## config.mk

```make
export PLATFORM = sky130hd
export DESIGN_NAME = rc_channel_frame_parser
export DESIGN_NICKNAME = d
export VERILOG_FILES = /design/src/hw/rtl/rcfp_pkg.sv /design/src/hw/rtl/rcfp_ctrl.sv /design/src/hw/rtl/rcfp_dp.sv /design/src/hw/rtl/rc_channel_frame_parser.sv
export SDC_FILE = /design/constraint.sdc
export NUM_CORES = 1
export LEC_CHECK = 0
export ABC_AREA = 1
export BUFFER_PORTS_ARGS = -buffer_cell sky130_fd_sc_hd__buf_2
export CAP_MARGIN = 20
export CELL_PAD_IN_SITES_DETAIL_PLACEMENT = 1
export CELL_PAD_IN_SITES_GLOBAL_PLACEMENT = 1
export CORE_MARGIN = 2
export CORE_UTILIZATION = 45
export CTS_CLUSTER_DIAMETER = 30
export CTS_CLUSTER_SIZE = 8
export DETAILED_ROUTE_END_ITERATION = 6
export HOLD_SLACK_MARGIN = 0.15
export PLACE_DENSITY_LB_ADDON = 0.1
export SYNTH_ARGS = -nofsm -noshare
export SYNTH_HDL_FRONTEND = slang
export SYNTH_SLANG_ARGS = --single-unit
export TNS_END_PERCENT = 1
```

## constraint.sdc

```tcl
create_clock -name clk -period 15.4 [get_ports clk]
set_clock_uncertainty 0.05 [all_clocks]
set_input_delay 1.54 -clock clk [delete_from_list [all_inputs] [get_ports clk]]
set_output_delay 1.54 -clock clk [all_outputs]
set_load 0.01 [all_outputs]
```

## src/hw/rtl/rcfp_pkg.sv

```systemverilog
package rcfp_pkg;

  localparam int MAX_PACKET_DEF   = 64;
  localparam int NUM_CHANNELS_DEF = 16;

  localparam int PAYLOAD_BYTES = 22;
  localparam int PAYLOAD_W     = PAYLOAD_BYTES * 8;
  localparam int CHAN_BITS     = 11;
  localparam int FLOOR_LENGTH  = 24;
  localparam int CMP_W         = 10;
  localparam logic [7:0] CRC_POLY = 8'hD5;

  localparam logic [7:0] FRAME_TYPE_RST = 8'h16;
  localparam logic [5:0] MIN_LENGTH_RST = 6'd24;

  localparam int CFG_IDX_W  = 1;
  localparam int CFG_DATA_W = 8;
  localparam logic [CFG_IDX_W-1:0] CFG_FRAME_TYPE = 1'b0;
  localparam logic [CFG_IDX_W-1:0] CFG_MIN_LENGTH = 1'b1;

  typedef enum logic [2:0] {
    ST_OK        = 3'd0,
    ST_SHORT_PKT = 3'd1,
    ST_SHORT_LEN = 3'd2,
    ST_OVERRUN   = 3'd3,
    ST_BAD_TYPE  = 3'd4,
    ST_BAD_CRC   = 3'd5
  } status_t;

  typedef enum logic [1:0] {
    CS_RECV,
    CS_CHECK,
    CS_EMIT
  } ctrl_state_t;

  typedef struct packed {
    logic [7:0] data_byte;
    logic       packet_end;
  } in_t;

  typedef struct packed {
    logic [2:0]  status;
    logic [3:0]  channel_index;
    logic [10:0] channel_value;
    logic        last;
  } out_t;

  typedef struct packed {
    logic take_byte;
    logic run_check;
    logic advance;
  } dp_cmd_t;

  typedef struct packed {
    logic last;
  } dp_stat_t;

  function automatic logic [7:0] crc8_upd(input logic [7:0] crc, input logic [7:0] b);
    logic [7:0] c;
    c = crc ^ b;
    for (int k = 0; k < 8; k++) begin
      c = c[7] ? ((c << 1) ^ CRC_POLY) : (c << 1);
    end
    return c;
  endfunction

endpackage

```

## src/hw/rtl/rcfp_ctrl.sv

```systemverilog
module rcfp_ctrl
  import rcfp_pkg::*;
(
  input  logic     clk,
  input  logic     rst_n,
  input  logic     in_valid,
  input  logic     in_end,
  output logic     in_ready,
  output logic     out_valid,
  input  logic     out_ready,
  output dp_cmd_t  cmd,
  input  dp_stat_t stat
);

  ctrl_state_t state_r, state_nxt;

  always_ff @(posedge clk) begin
    if (!rst_n) begin
      state_r <= CS_RECV;
    end else begin
      state_r <= state_nxt;
    end
  end

  always_comb begin
    state_nxt = state_r;
    case (state_r)
      CS_RECV: begin
        if (in_valid && in_end) state_nxt = CS_CHECK;
      end
      CS_CHECK: begin
        state_nxt = CS_EMIT;
      end
      CS_EMIT: begin
        if (out_ready && stat.last) state_nxt = CS_RECV;
      end
      default: begin
        state_nxt = CS_RECV;
      end
    endcase
  end

  always_comb begin
    in_ready      = 1'b0;
    out_valid     = 1'b0;
    cmd           = '0;
    case (state_r)
      CS_RECV: begin
        in_ready      = 1'b1;
        cmd.take_byte = in_valid;
      end
      CS_CHECK: begin
        cmd.run_check = 1'b1;
      end
      CS_EMIT: begin
        out_valid   = 1'b1;
        cmd.advance = out_ready && !stat.last;
      end
      default: begin
        in_ready = 1'b0;
      end
    endcase
  end

endmodule

```

## src/hw/rtl/rcfp_dp.sv

```systemverilog
module rcfp_dp
  import rcfp_pkg::*;
#(
  parameter int MAX_PACKET   = MAX_PACKET_DEF,
  parameter int NUM_CHANNELS = NUM_CHANNELS_DEF
) (
  input  logic                  clk,
  input  logic                  rst_n,
  input  in_t                   in_data,
  output out_t                  out_data,
  input  logic                  cfg_we,
  input  logic [CFG_IDX_W-1:0]  cfg_idx,
  input  logic [CFG_DATA_W-1:0] cfg_wdata,
  input  dp_cmd_t               cmd,
  output dp_stat_t              stat
);

  localparam int CNT_W = $clog2(MAX_PACKET + 1);

  logic [CNT_W-1:0]     byte_count_r, byte_count_nxt;
  logic [7:0]           length_r, length_nxt;
  logic [7:0]           type_r, type_nxt;
  logic [7:0]           crc_r, crc_nxt;
  logic [7:0]           rx_crc_r, rx_crc_nxt;
  logic [PAYLOAD_W-1:0] payload_r, payload_nxt;
  logic [3:0]           ch_idx_r, ch_idx_nxt;
  status_t              status_r, status_nxt;
  logic [7:0]           frame_type_r;
  logic [5:0]           min_length_r;

  logic [CMP_W-1:0] pos;
  logic [CMP_W-1:0] len_w;
  logic [CMP_W-1:0] cnt_w;
  logic [CMP_W-1:0] minlen_w;
  logic             is_ok;

  assign pos      = CMP_W'(byte_count_r);
  assign len_w    = CMP_W'(length_r);
  assign cnt_w    = CMP_W'(byte_count_r);
  assign minlen_w = (min_length_r < 6'(FLOOR_LENGTH)) ? CMP_W'(FLOOR_LENGTH)
                                                     : CMP_W'(min_length_r);

  // Configuration registers
  always_ff @(posedge clk) begin
    if (!rst_n) begin
      frame_type_r <= FRAME_TYPE_RST;
      min_length_r <= MIN_LENGTH_RST;
    end else if (cfg_we) begin
      case (cfg_idx)
        CFG_FRAME_TYPE: frame_type_r <= cfg_wdata;
        CFG_MIN_LENGTH: min_length_r <= cfg_wdata[5:0];
        default: begin
        end
      endcase
    end
  end

  always_comb begin
    byte_count_nxt = byte_count_r;
    length_nxt     = length_r;
    type_nxt       = type_r;
    crc_nxt        = crc_r;
    rx_crc_nxt     = rx_crc_r;
    payload_nxt    = payload_r;
    ch_idx_nxt     = ch_idx_r;
    status_nxt     = status_r;

    if (cmd.take_byte && byte_count_r < CNT_W'(MAX_PACKET)) begin
      if (pos == CMP_W'(0)) begin
        crc_nxt = '0;
      end else if (pos == CMP_W'(1)) begin
        length_nxt = in_data.data_byte;
      end else begin
        if (pos == CMP_W'(2)) type_nxt = in_data.data_byte;
        if (pos <= len_w) crc_nxt = crc8_upd(crc_r, in_data.data_byte);
        if (pos == len_w + CMP_W'(1)) rx_crc_nxt = in_data.data_byte;
        // payload bytes shift in from the top; byte 3 ends up at bit 0
        if (pos >= CMP_W'(3) && pos < CMP_W'(3 + PAYLOAD_BYTES)) begin
          payload_nxt = {in_data.data_byte, payload_r[PAYLOAD_W-1:8]};
        end
      end
      byte_count_nxt = byte_count_r + CNT_W'(1);
    end

    if (cmd.run_check) begin
      if (cnt_w < minlen_w + CMP_W'(2))          status_nxt = ST_SHORT_PKT;
      else if (len_w < minlen_w)                 status_nxt = ST_SHORT_LEN;
      else if (len_w + CMP_W'(2) > cnt_w)        status_nxt = ST_OVERRUN;
      else if (type_r != frame_type_r)           status_nxt = ST_BAD_TYPE;
      else if (crc_r != rx_crc_r)                status_nxt = ST_BAD_CRC;
      else                                       status_nxt = ST_OK;
      byte_count_nxt = '0;
      crc_nxt        = '0;
      ch_idx_nxt     = '0;
    end

    if (cmd.advance) begin
      payload_nxt = {{CHAN_BITS{1'b0}}, payload_r[PAYLOAD_W-1:CHAN_BITS]};
      ch_idx_nxt  = ch_idx_r + 4'd1;
    end
  end

  always_ff @(posedge clk) begin
    if (!rst_n) begin
      byte_count_r <= '0;
      length_r     <= '0;
      type_r       <= '0;
      crc_r        <= '0;
      rx_crc_r     <= '0;
      ch_idx_r     <= '0;
      status_r     <= ST_OK;
    end else begin
      byte_count_r <= byte_count_nxt;
      length_r     <= length_nxt;
      type_r       <= type_nxt;
      crc_r        <= crc_nxt;
      rx_crc_r     <= rx_crc_nxt;
      ch_idx_r     <= ch_idx_nxt;
      status_r     <= status_nxt;
    end
  end

  always_ff @(posedge clk) begin
    payload_r <= payload_nxt;
  end

  assign is_ok     = (status_r == ST_OK);
  assign stat.last = !is_ok || (ch_idx_r == 4'(NUM_CHANNELS - 1));

  assign out_data.status        = status_r;
  assign out_data.channel_index = is_ok ? ch_idx_r : 4'd0;
  assign out_data.channel_value = is_ok ? payload_r[CHAN_BITS-1:0] : 11'd0;
  assign out_data.last          = stat.last;

endmodule

```

## src/hw/rtl/rc_channel_frame_parser.sv

```systemverilog
// Channel   | Direction | Handshake          | Payload
// in_       | in        | in_valid/in_ready  | in_t: data_byte, packet_end
// out_      | out       | out_valid/out_ready| out_t: status, channel_index,
//           |           |                    |   channel_value, last
// cfg_      | in        | cfg_we             | cfg_idx, cfg_wdata
//
// Bytes are taken while the sequencer receives. A byte with end mark is
// accepted, then the frame is checked, then one result per cycle while
// out_ready is high: 1 result on error, NUM_CHANNELS on a good frame.
// The single receive/emit sequencer sets this; no byte is taken while
// results drain. Reset (rst_n low, synchronous) returns to receive, with
// all but the payload at reset values. A stalled result holds its transfer.
module rc_channel_frame_parser
  import rcfp_pkg::*;
#(
  parameter int MAX_PACKET   = MAX_PACKET_DEF,
  parameter int NUM_CHANNELS = NUM_CHANNELS_DEF
) (
  input  logic                  clk,
  input  logic                  rst_n,
  input  logic                  in_valid,
  output logic                  in_ready,
  input  in_t                   in_data,
  output logic                  out_valid,
  input  logic                  out_ready,
  output out_t                  out_data,
  input  logic                  cfg_we,
  input  logic [CFG_IDX_W-1:0]  cfg_idx,
  input  logic [CFG_DATA_W-1:0] cfg_wdata
);

  dp_cmd_t  cmd;
  dp_stat_t stat;

  // Sequencer: receive bytes, check at end mark, drain results
  rcfp_ctrl u_ctrl (
    .clk       (clk),
    .rst_n     (rst_n),
    .in_valid  (in_valid),
    .in_end    (in_data.packet_end),
    .in_ready  (in_ready),
    .out_valid (out_valid),
    .out_ready (out_ready),
    .cmd       (cmd),
    .stat      (stat)
  );

  // Datapath: byte counter, CRC, header fields, payload shift line
  rcfp_dp #(
    .MAX_PACKET   (MAX_PACKET),
    .NUM_CHANNELS (NUM_CHANNELS)
  ) u_dp (
    .clk       (clk),
    .rst_n     (rst_n),
    .in_data   (in_data),
    .out_data  (out_data),
    .cfg_we    (cfg_we),
    .cfg_idx   (cfg_idx),
    .cfg_wdata (cfg_wdata),
    .cmd       (cmd),
    .stat      (stat)
  );

endmodule

```

## After elaboration in Yosys (flattened, before gate mapping)

Cells that the tools add are included.

- Register bits: 238
- Logic and storage cells: 110
- Memories: 0
- Memory bits (read-only): 0
- Output and inout port bits: 21
- Memory bits (writable): 0
- Input port bits: 23
- Bits in latches: 0

- Multipliers: 0
- Equality and inequality tests: 13
- Div/mod/pow operators: 0
- Multiplexer cells: 34
- Shifts and indexed selects: 0
- Bitwise operators: 13
- Add/subtract/negate cells: 5
- Reductions and logical operators: 25
- Order comparisons: 8

Operators by type and width:

| cell | count |
|---|---|
| two-way mux 165 bit | 5 |
| two-way mux 8 bit | 11 |
| inverter 5 bit | 8 |
| inequality test 8 bit | 2 |
| AND reduction 4 bit | 4 |
| two-way mux 3 bit | 5 |
| two-way mux 4 bit | 3 |
| two-way mux 11 bit | 1 |
| adder 10 x 2 -> 10 bit (second input constant) | 1 |
| equality test 7 x 10 -> 1 bit | 1 |
| > comparator 10 x 7 -> 1 bit | 1 |
| zero test 10 bit | 1 |
| less-than comparator 7 x 10 -> 1 bit | 1 |
| less-than comparator 8 x 10 -> 1 bit | 1 |
| adder 8 x 1 -> 9 bit (second input constant) | 1 |
| adder 8 x 2 -> 9 bit (second input constant) | 1 |
| less-or-equal comparator 7 x 8 -> 1 bit | 1 |
| nonzero test 2 bit | 4 |
| XOR 8 bit | 1 |
| adder 7 x 1 -> 7 bit (second input constant) | 1 |
| equality test 7 x 1 -> 1 bit (second input constant) | 1 |
| equality test 7 x 2 -> 1 bit (second input constant) | 1 |
| >= comparator 7 x 2 -> 1 bit (second input constant) | 1 |
| less-than comparator 7 x 5 -> 1 bit (second input constant) | 1 |
| 21 further kinds | 40 |

## Logic depth before layout (Yosys ltp)

Gate-level depths: netlist of run 1.

- Word-level depth: 20
- Mapped depth: 17
- Gate-level depth less buffers: 16

## Cells and area by module

From an unflattened synthesis of run 1, not the netlist that was laid out.

- Cells, all modules: 1398
- Area, all modules: 11700.0 µm²

Modules (own cells, without submodules):

| module | instances | area an instance (µm²) | cells each | seq. area each (µm²) |
|---|---|---|---|---|
| rcfp_dp | 1 | 11586.1 | 1379 | 6376.1 |
| rcfp_ctrl | 1 | 113.9 | 19 | 40.0 |

## Worst setup path before layout of run 1

Ideal clock, no wire load.

- Path kind: input port to flip-flop
- Start: input port in_valid
- End: register u_dp.payload_r[0], enable pin
- Path slack: 8974 ps
- Setup time: 532 ps
- Data required time: 14818 ps
- Data arrival time: 5844 ps
- Stages on the path: 7
- Cells stage by stage: nand2_1 -> nor2_1 -> inv_2 -> nor2_1 -> nand2_1 -> buf_2 -> nand2_1

- Longest elaborated chain between the ends: 4

Ends and longest elaborated chain:

| what | line | RTL |
|---|---|---|
| start: declaration | rc_channel_frame_parser.sv:21 | `input logic in_valid,` |
| two-way mux 1 bit | rcfp_ctrl.sv:47 | `case (state_r)` |
| logical AND 1 bit | rcfp_dp.sv:68 | `if (cmd.take_byte && byte_count_r < CNT_W'(MAX_PACKET)) begin` |
| nonzero test 2 bit (no line) | n/a |  |
| AND reduction 4 bit (no line) | n/a |  |
| end signal: assignment | rcfp_dp.sv:124 | `payload_r <= payload_nxt;` |
| end: declaration | rcfp_dp.sv:25 | `logic [PAYLOAD_W-1:0] payload_r, payload_nxt;` |

Every way passes these cells.
A chain may end at the register's enable or synchronous reset.

## Final worst setup path of run 1

- Start: register u_dp.status_r[0]
- End: register u_dp.payload_r[71], enable pin

- Longest elaborated chain between the ends: 8
- Elaborated cells between the ends (all ways): 11

Ends and longest elaborated chain:

| what | line | RTL |
|---|---|---|
| start: declaration | rcfp_dp.sv:27 | `status_t status_r, status_nxt;` |
| start signal: assignment | rcfp_dp.sv:119 | `status_r <= status_nxt;` |
| zero test 3 bit * | rcfp_dp.sv:127 | `assign is_ok = (status_r == ST_OK);` |
| zero test 1 bit * | rcfp_dp.sv:128 | `assign stat.last = !is_ok \|\| (ch_idx_r == 4'(NUM_CHANNELS - 1));` |
| logical OR 1 bit * | rcfp_dp.sv:128 |  |
| zero test 1 bit * | rcfp_ctrl.sv:57 | `cmd.advance = out_ready && !stat.last;` |
| logical AND 1 bit * | rcfp_ctrl.sv:57 |  |
| two-way mux 1 bit * | rcfp_ctrl.sv:47 |  |
| inequality test 2 bit (no line) or nonzero test 2 bit (tied branches) | n/a |  |
| AND reduction 4 bit (no line) * | n/a |  |

Mark *: on every way between the ends. The rest lies on a longest branch, timed or not.

==> flow_summary.json, run 1 <==
{
  "wire_per_inst_um": 16.77,
  "maxCapViolations": 0,
  "end_kind": "flip-flop",
  "start_util_pct": 45.72,
  "required_ns": 15.52,
  "syn_inst": 1295,
  "postCtsHoldBufs": 0,
  "final_common_cell": "nand2_1",
  "areaGrowthSynthToFinish_pct": 21.16,
  "fin_area_sq_um": 13910,
  "start_kind": "flip-flop",
  "die_y_um": 163.7,
  "crit_path_max_fanout": 83,
  "cts_root_buf": "clkbuf_16",
  "period_share_pct": 28.14,
  "netlist.area_leader.share_pct": 43.16,
  "layout_common_cells": "312 x nand2_1, 213 x o21ai_0, 172 x inv_1, 165 x edfxtp_1, 86 x nor2_1",
  "r2r_cells": 7,
  "grt_max_degree": 121,
  "hold-path-cell-count": 2,
  "dpl.hpwl_mm": 18.54,
  "layout_setup_ws_ns": 11.07,
  "fill_cells": 2914,
  "grt_pass1_wl_mm": 46.87,
  "setup_tns_ns": 0,
  "hold_viol_final": 0,
  "cts_tree": "yes",
  "ys_async_sr_fraction_pct": 0,
  "port_buffers": 43,
  "arrival_ns": 4.45,
  "clock_latency_ns": 0.56,
  "cpMostUsedCell": "nand2_4",
  "synth_seq_cells": 238,
  "vias_per_cell": 5.133,
  "r2r-start": "u_dp.status_r[0]$_SDFFE_PN0P_",
  "vias": 8859,
  "placed_area_sq_um": 11930,
  "drc": 0,
  "vdd_drop_max_mv": 0.09525,
  "outcome": "finished clean",
  "tightest_slew_ns": 1.058,
  "place_ws_ns": 10.40,
  "crit_chain": "nor2_1 > nand2_1 > a31oi_1 > nand2_4 > nand2_4 > buf_16 > buf_4",
  "hp-class": "reg -> reg",
  "die_area_sq_um": 26810,
  "yosysWarnings": 0,
  "critPathSlowestCell": "buf_4",
  "fp.dieW_um": 163.7,
  "routabilityCongestion": 0.8605,
  "clk_pin_slew_ns": 0.05,
  "synth_nets": 1351,
  "cts_buffers": 55,
  "drive_gt1_share_pct": 11.82,
  "synthDistinctLibCells": 39,
  "rsz0062_at_grt": "no",
  "critPathMaxStageDelay_ns": 0.88,
  "r2r_end": "u_dp.payload_r[71]$_DFFE_PP_",
  "p_total_uw": 2108,
  "r2r_slack_ns": 11.07,
  "cts_htree_levels": 2,
  "nNetsFinal": 1407,
  "grt_overflow_total": 0,
  "placeableCoreArea_sq_um": 25110,
  "synth_area_leader_cell": "edfxtp_1",
  "diodes": 0,
  "fin_crit_ns": 4.334,
  "grt_util_all_layers_pct": 21.98,
  "dr.pass1.iters": 4,
  "drtIter0Drc": 536,
  "setup_viol": 0,
  "ys_seq_area_share_pct": 55.88,
  "cts_setup_buffers": 0,
  "grt_antenna_before_repair": 0,
  "wirelength_mm": 28.94,
  "crit_buf_inv": 2,
  "leakage_uw": 0.005896,
  "pwr_density_cell_nw_per_um2": 151.5,
  "ant_nets": 0,
  "synth_area_leaders": "edfxtp_1 43%, dfxtp_1 13%, nand2_1 10%, o21ai_0 9.3%, inv_1 5.6%",
  "row_count": 58,
  "cts_max_path_buffers": 3,
  "cts_resized": 0,
  "synth-edff-count": 165,
  "grt_pass1_vias": 9356,
  "netlist_area_sq_um": 11480,
  "slew_violations": 0,
  "setup.worst_path.class": "reg -> reg",
  "crit_family": "simple AND/OR/NAND/NOR gates",
  "clock_sinks": 238,
  "slew_headroom_pct": 29.48,
  "io_pins": 44,
  "synth_ff_type": "edfxtp_1",
  "max_freq_mhz": 230.8,
  "postSynthAreaPerCell_sq_um": 8.866,
  "whs_endpoint": "u_dp.type_r[4]$_SDFFE_PN0P_",
  "worstHoldStart": "u_dp.type_r[4]$_SDFFE_PN0P_"
}
==> final cells by class <==
type	instances	area [sq um]	area share [%]
inverter	179	674.4	4.848
clock buffer	62	1434	10.31
multi-input combinational	829	4185	30.09
sequential	238	6416	46.12
tap	330	412.9	2.968
timing repair buffer	48	292.8	2.105
clock inverter	40	495.5	3.562
==> Yosys cell counts (3+ instances only) <==
cell / count
nand2_4: 5
inv_1: 172
a21oi_1: 59
buf_2: 16
nand3_1: 34
nand4_1: 9
o21ai_0: 213
edfxtp_1: 165
xor2_1: 24
nor2_1: 86
inv_2: 6
nand3_2: 3
clkbuf_1: 28
buf_4: 3
xnor2_1: 10
o21a_1: 3
dfxtp_1: 73
or2_2: 5
nand2_2: 5
nor3_1: 8
nor4_1: 3
nand2_1: 314
ha_1: 33
==> worst reg2reg max path, stage by stage (launching register included) <==
cell and delay, ns:
dfxtp_1 0.33, nor2_1 0.11, nand2_1 0.45, a31oi_1 0.59
nand2_4 0.54, nand2_4 0.65, buf_16 0.33, buf_4 0.89
==> per-stage QoR <==
stage | std cells | hold WS (ns) | utilization, %
2_1_floorplan | 1295 | 0.3863 | -
3_3_place_gp | 1622 | 0.4001 | 47.50
3_5_place_dp | 1622 | 0.4074 | 47.50
4_1_cts | 1724 | 0.4140 | 55.18
5_1_grt | 1726 | 0.4389 | 55.40
6_report | 1726 | 0.4096 | 55.40
==> state kept, by name, summed over array words and instances (netlist names), 6 cells and up <==
name               count
u_dp.payload_r       176
u_dp.length_r          8
u_dp.byte_count_r      7
u_dp.crc_r             8
u_dp.min_length_r      6
u_dp.type_r            8
u_dp.frame_type_r      8
u_dp.rx_crc_r          8
==> how the worst max path moves through the flow <==
stage	from	end	slack, ns	cells after the start
finish	u_dp.status_r[0]$_SDFFE_PN0P_	u_dp.payload_r[71]$_DFFE_PP_	11.07	7
global route	u_dp.status_r[0]$_SDFFE_PN0P_	u_dp.payload_r[44]$_DFFE_PP_	10.68	7
CTS	u_dp.status_r[0]$_SDFFE_PN0P_	u_dp.payload_r[44]$_DFFE_PP_	10.83	6
detailed placement	in_valid	u_dp.payload_r[83]$_DFFE_PP_	10.40	8
global placement	out_ready	u_dp.payload_r[86]$_DFFE_PP_	10.46	6
floorplan	in_valid	u_dp.payload_r[0]$_DFFE_PP_	8.97	7
==> per-layer routing <==
layer / up-vias / part of all wire (%) / global-route usage [%]
li1: 4398 / - / -
met1: 4297 / 43 / 25.89
met2: 114 / 53 / 41.50
met3: 50 / 2.5 / 3.359
met4: 0 / 1.8 / 5.742
met5: - / 0 / 0
==> kinds of logic after synthesis <==
kind of cell / share of synthesized area, %
multiplexers: 0.08719
buffers and inverters: 7.792
AND/OR/NAND/NOR: 17.46
XOR/XNOR: 2.594
flip-flops: 55.88
adder cells (fa/ha/maj): 3.596
AO/OA/AOI/OAI: 12.59
==> power breakdown <==
group | internal [uW] | leakage, uW | switching [uW]
clock network | 831 | 0.000932 | 369
registers | 721 | 0.00209 | 19.5
logic | 55.3 | 0.00287 | 112
Note: power is estimated with default switching activity, not from simulation.
==> inputs of run 2 (changes only) <==
- ABC_AREA: 1 -> 0
- clock period: 15.4 -> 4.38 ns (I/O delays scaled with it)
==> run 2 against run 1 <==
  * Maximum frequency increased by 41%
  * Synthesized cell count decreased by 6.8%
  * Worst setup slack got worse by 9.8 ns
  * Core utilization decreased by 0.31 points
  * Sequential power increased to 3.4 times the previous value
  * Synthesized area increased by 0.11%
  * Non-clock buffer count increased by 13
  * Worst hold slack got worse by 0.21 ns
==> flow_summary.json, run 2 <==
{
  "crit_chain": "inv_1 > ha_1 > nor2_1 > a21oi_1 > nor3_2 > buf_4 > or2_4 > buf_4",
  "cts_htree_levels": 2,
  "r2r_slack_ns": 1.31,
  "layout_common_cells": "531 x nand2_1, 165 x edfxtp_1, 73 x dfxtp_1, 55 x clkbuf_16, 43 x buf_2",
  "grt_max_degree": 181,
  "start_kind": "flip-flop",
  "synth_seq_cells": 238,
  "grt_use_met3_pct": 3.535,
  "vias_per_cell": 5.055,
  "port_buffers": 43,
  "synth-edff-count": 165,
  "largest_reg_flops": 176,
  "placeableCoreArea_sq_um": 25110,
  "grt_overflow_total": 0,
  "arrival_ns": 3.27,
  "postSynthAreaPerCell_sq_um": 9.522,
  "top_usage_layer": "met2",
  "synth_common_cells": "531 x nand2_1, 165 x edfxtp_1, 73 x dfxtp_1",
  "rsz0062_at_grt": "no",
  "wire_per_inst_um": 15.61,
  "largest-register": "u_dp.payload_r",
  "cts_max_path_buffers": 3,
  "period_share_pct": 70.02,
  "setup_viol": 0,
  "ys_async_sr_fraction_pct": 0,
  "outcome": "finished clean",
  "dr.pass1.iters": 4,
  "fill_cells": 2824,
  "fp.dieW_um": 163.8,
  "crit_path_max_fanout": 53,
  "grt_antenna_before_repair": 0,
  "max_freq_mhz": 326.0,
  "hp-class": "in -> reg",
  "maxCapViolations": 0,
  "vdd_drop_max_mv": 0.4130,
  "netlist.area_leader.share_pct": 43.11,
  "synth_nets": 1263,
  "slew_headroom_pct": 40.74,
  "cts_tree": "yes",
  "final_common_cell": "nand2_1",
  "drc": 0,
  "synth_area_leaders": "edfxtp_1 43%, nand2_1 17%, dfxtp_1 13%, ha_1 3.6%, mux2i_1 3.0%",
  "crit_family": "simple AND/OR/NAND/NOR gates",
  "required_ns": 4.58,
  "grt_util_all_layers_pct": 19.48,
  "clock_sinks": 238,
  "netlist_area_sq_um": 11490,
  "synthDistinctLibCells": 61,
  "critPathMaxStageDelay_ns": 0.70,
  "setup.worst_path.class": "reg -> reg",
  "grt_pass1_vias": 8788,
  "diodes": 0,
  "leakage_uw": 0.005724,
  "drive_gt1_share_pct": 11.56,
  "drtIter0Drc": 417,
  "final_cells": 1636,
  "ant_nets": 0,
  "end_kind": "flip-flop",
  "yosysWarnings": 0,
  "hold_viol_final": 0,
  "critPathSlowestCell": "or2_4",
  "layout_setup_ws_ns": 1.313,
  "nNetsFinal": 1319,
  "synth_most_common_cell": "nand2_1",
  "io_pins": 44,
  "wirelength_mm": 25.55,
  "pwr_density_cell_nw_per_um2": 483.8,
  "use_met2_pct": 34.32,
  "synth_ff_type": "edfxtp_1",
  "dp_cells": 1529,
  "start_util_pct": 45.77,
  "synth_area_leader_cell": "edfxtp_1",
  "cts_setup_buffers": 0,
  "cpMostUsedCell": "buf_4",
  "crit_buf_inv": 3,
  "row_count": 58,
  "grt_pass1_wl_mm": 42.71,
  "slew_violations": 0,
  "syn_inst": 1207,
  "clk_pin_slew_ns": 0.05,
  "dpl.hpwl_mm": 15.54,
  "die_area_sq_um": 26840,
  "cts_root_buf": "clkbuf_16",
  "setup_tns_ns": 0,
  "cts_buffers": 52,
  "vias": 8270,
  "areaGrowthSynthToFinish_pct": 20.36,
  "die_y_um": 163.8,
  "routabilityCongestion": 0.8146,
  "use_met1_pct": 24.42,
  "fin_crit_ns": 3.067,
  "clock_latency_ns": 0.57,
  "ys_seq_area_share_pct": 55.82,
  "place_ws_ns": 1.285,
  "tightest_slew_ns": 0.8888
}
==> run 2: final timing paths <==
check                                                       start                                 to  cells after the start
worst max register to register  u_dp.byte_count_r[1]$_SDFFE_PP0P_      u_dp.payload_r[124]$_DFFE_PP_                      8
worst min-delay path                                       cfg_we  u_dp.min_length_r[5]$_SDFFE_PN0P_                      3
worst min register to register      u_dp.status_r[2]$_SDFFE_PN0P_      u_dp.status_r[2]$_SDFFE_PN0P_                      2
worst max-delay path            u_dp.byte_count_r[1]$_SDFFE_PP0P_      u_dp.payload_r[124]$_DFFE_PP_                      8
==> run 2: cells by family (layout without fill, tap and decap cells) <==
family                     count (synthesis)  count (layout)  share of synthesized area [%]
adders and majority gates                 33              33                          3.592
xor gates and xnor gates                  60              60                          4.768
AOI/OAI and AO/OA                         76              76                          4.627
and+or+nand+nor                          673             673                          24.40
muxes                                     38              38                          3.342
buffers and inverters                     89             188                          3.451
DFF                                      238             238                          55.82
==> run 2: per-stage QoR <==
step | power [uW] | instance area [sq um] | hold WS [ns] | util (%)
after floorplan | 2873 | 11490 | 0.3870 | -
after global placement | 2980 | 11990 | 0.4081 | 47.74
after detailed placement | 2992 | 11990 | 0.4140 | 47.74
after CTS | 6780 | 13830 | 0.1731 | 55.09
after global routing | 6940 | 13830 | 0.1991 | 55.09
final | 6692 | 13830 | 0.1971 | 55.09
==> run 2: worst register-to-register path: cells and delay by family (launching register included) <==
kind                       cells  cell delay (ns)
adders and majority gates      1             0.24
DFF                            1             0.51
buffers and inverters          3             0.81
and+or+nand+nor                3             1.05
AOI/OAI and AO/OA              1             0.12
==> run 2: routing by layer <==
layer / wire length, um / vias to the layer above / part of all wire, %
met5: 0 / - / 0
met2: 12480 / 96 / 49
met1: 11800 / 4003 / 46
met3: 789 / 43 / 3.1
li1: - / 4128 / -
met4: 474 / 0 / 1.9
==> run 2: layout make-up <==
| type | instances | area (sq um) | area share, % |
|---|---|---|---|
| sequential | 238 | 6416 | 46.38 |
| multi-input combinational | 880 | 4706 | 34.02 |
| clock buffer | 70 | 1473 | 10.65 |
| timing repair buffer | 61 | 437.9 | 3.166 |
| tap | 330 | 412.9 | 2.985 |
| clock inverter | 27 | 274.0 | 1.981 |
| inverter | 30 | 113.9 | 0.8231 |
==> run 2: power breakdown <==
group	internal [uW]	switching, uW
Sequential	2480	48.9
Combinational	180	251
Clock	2480	1260
Total	5140	1560
==> run 2: timing repair <==
item	CTS	global route
endpoints found under the hold margin	15	0
gates resized for setup	0	0
hold buffers	10	0
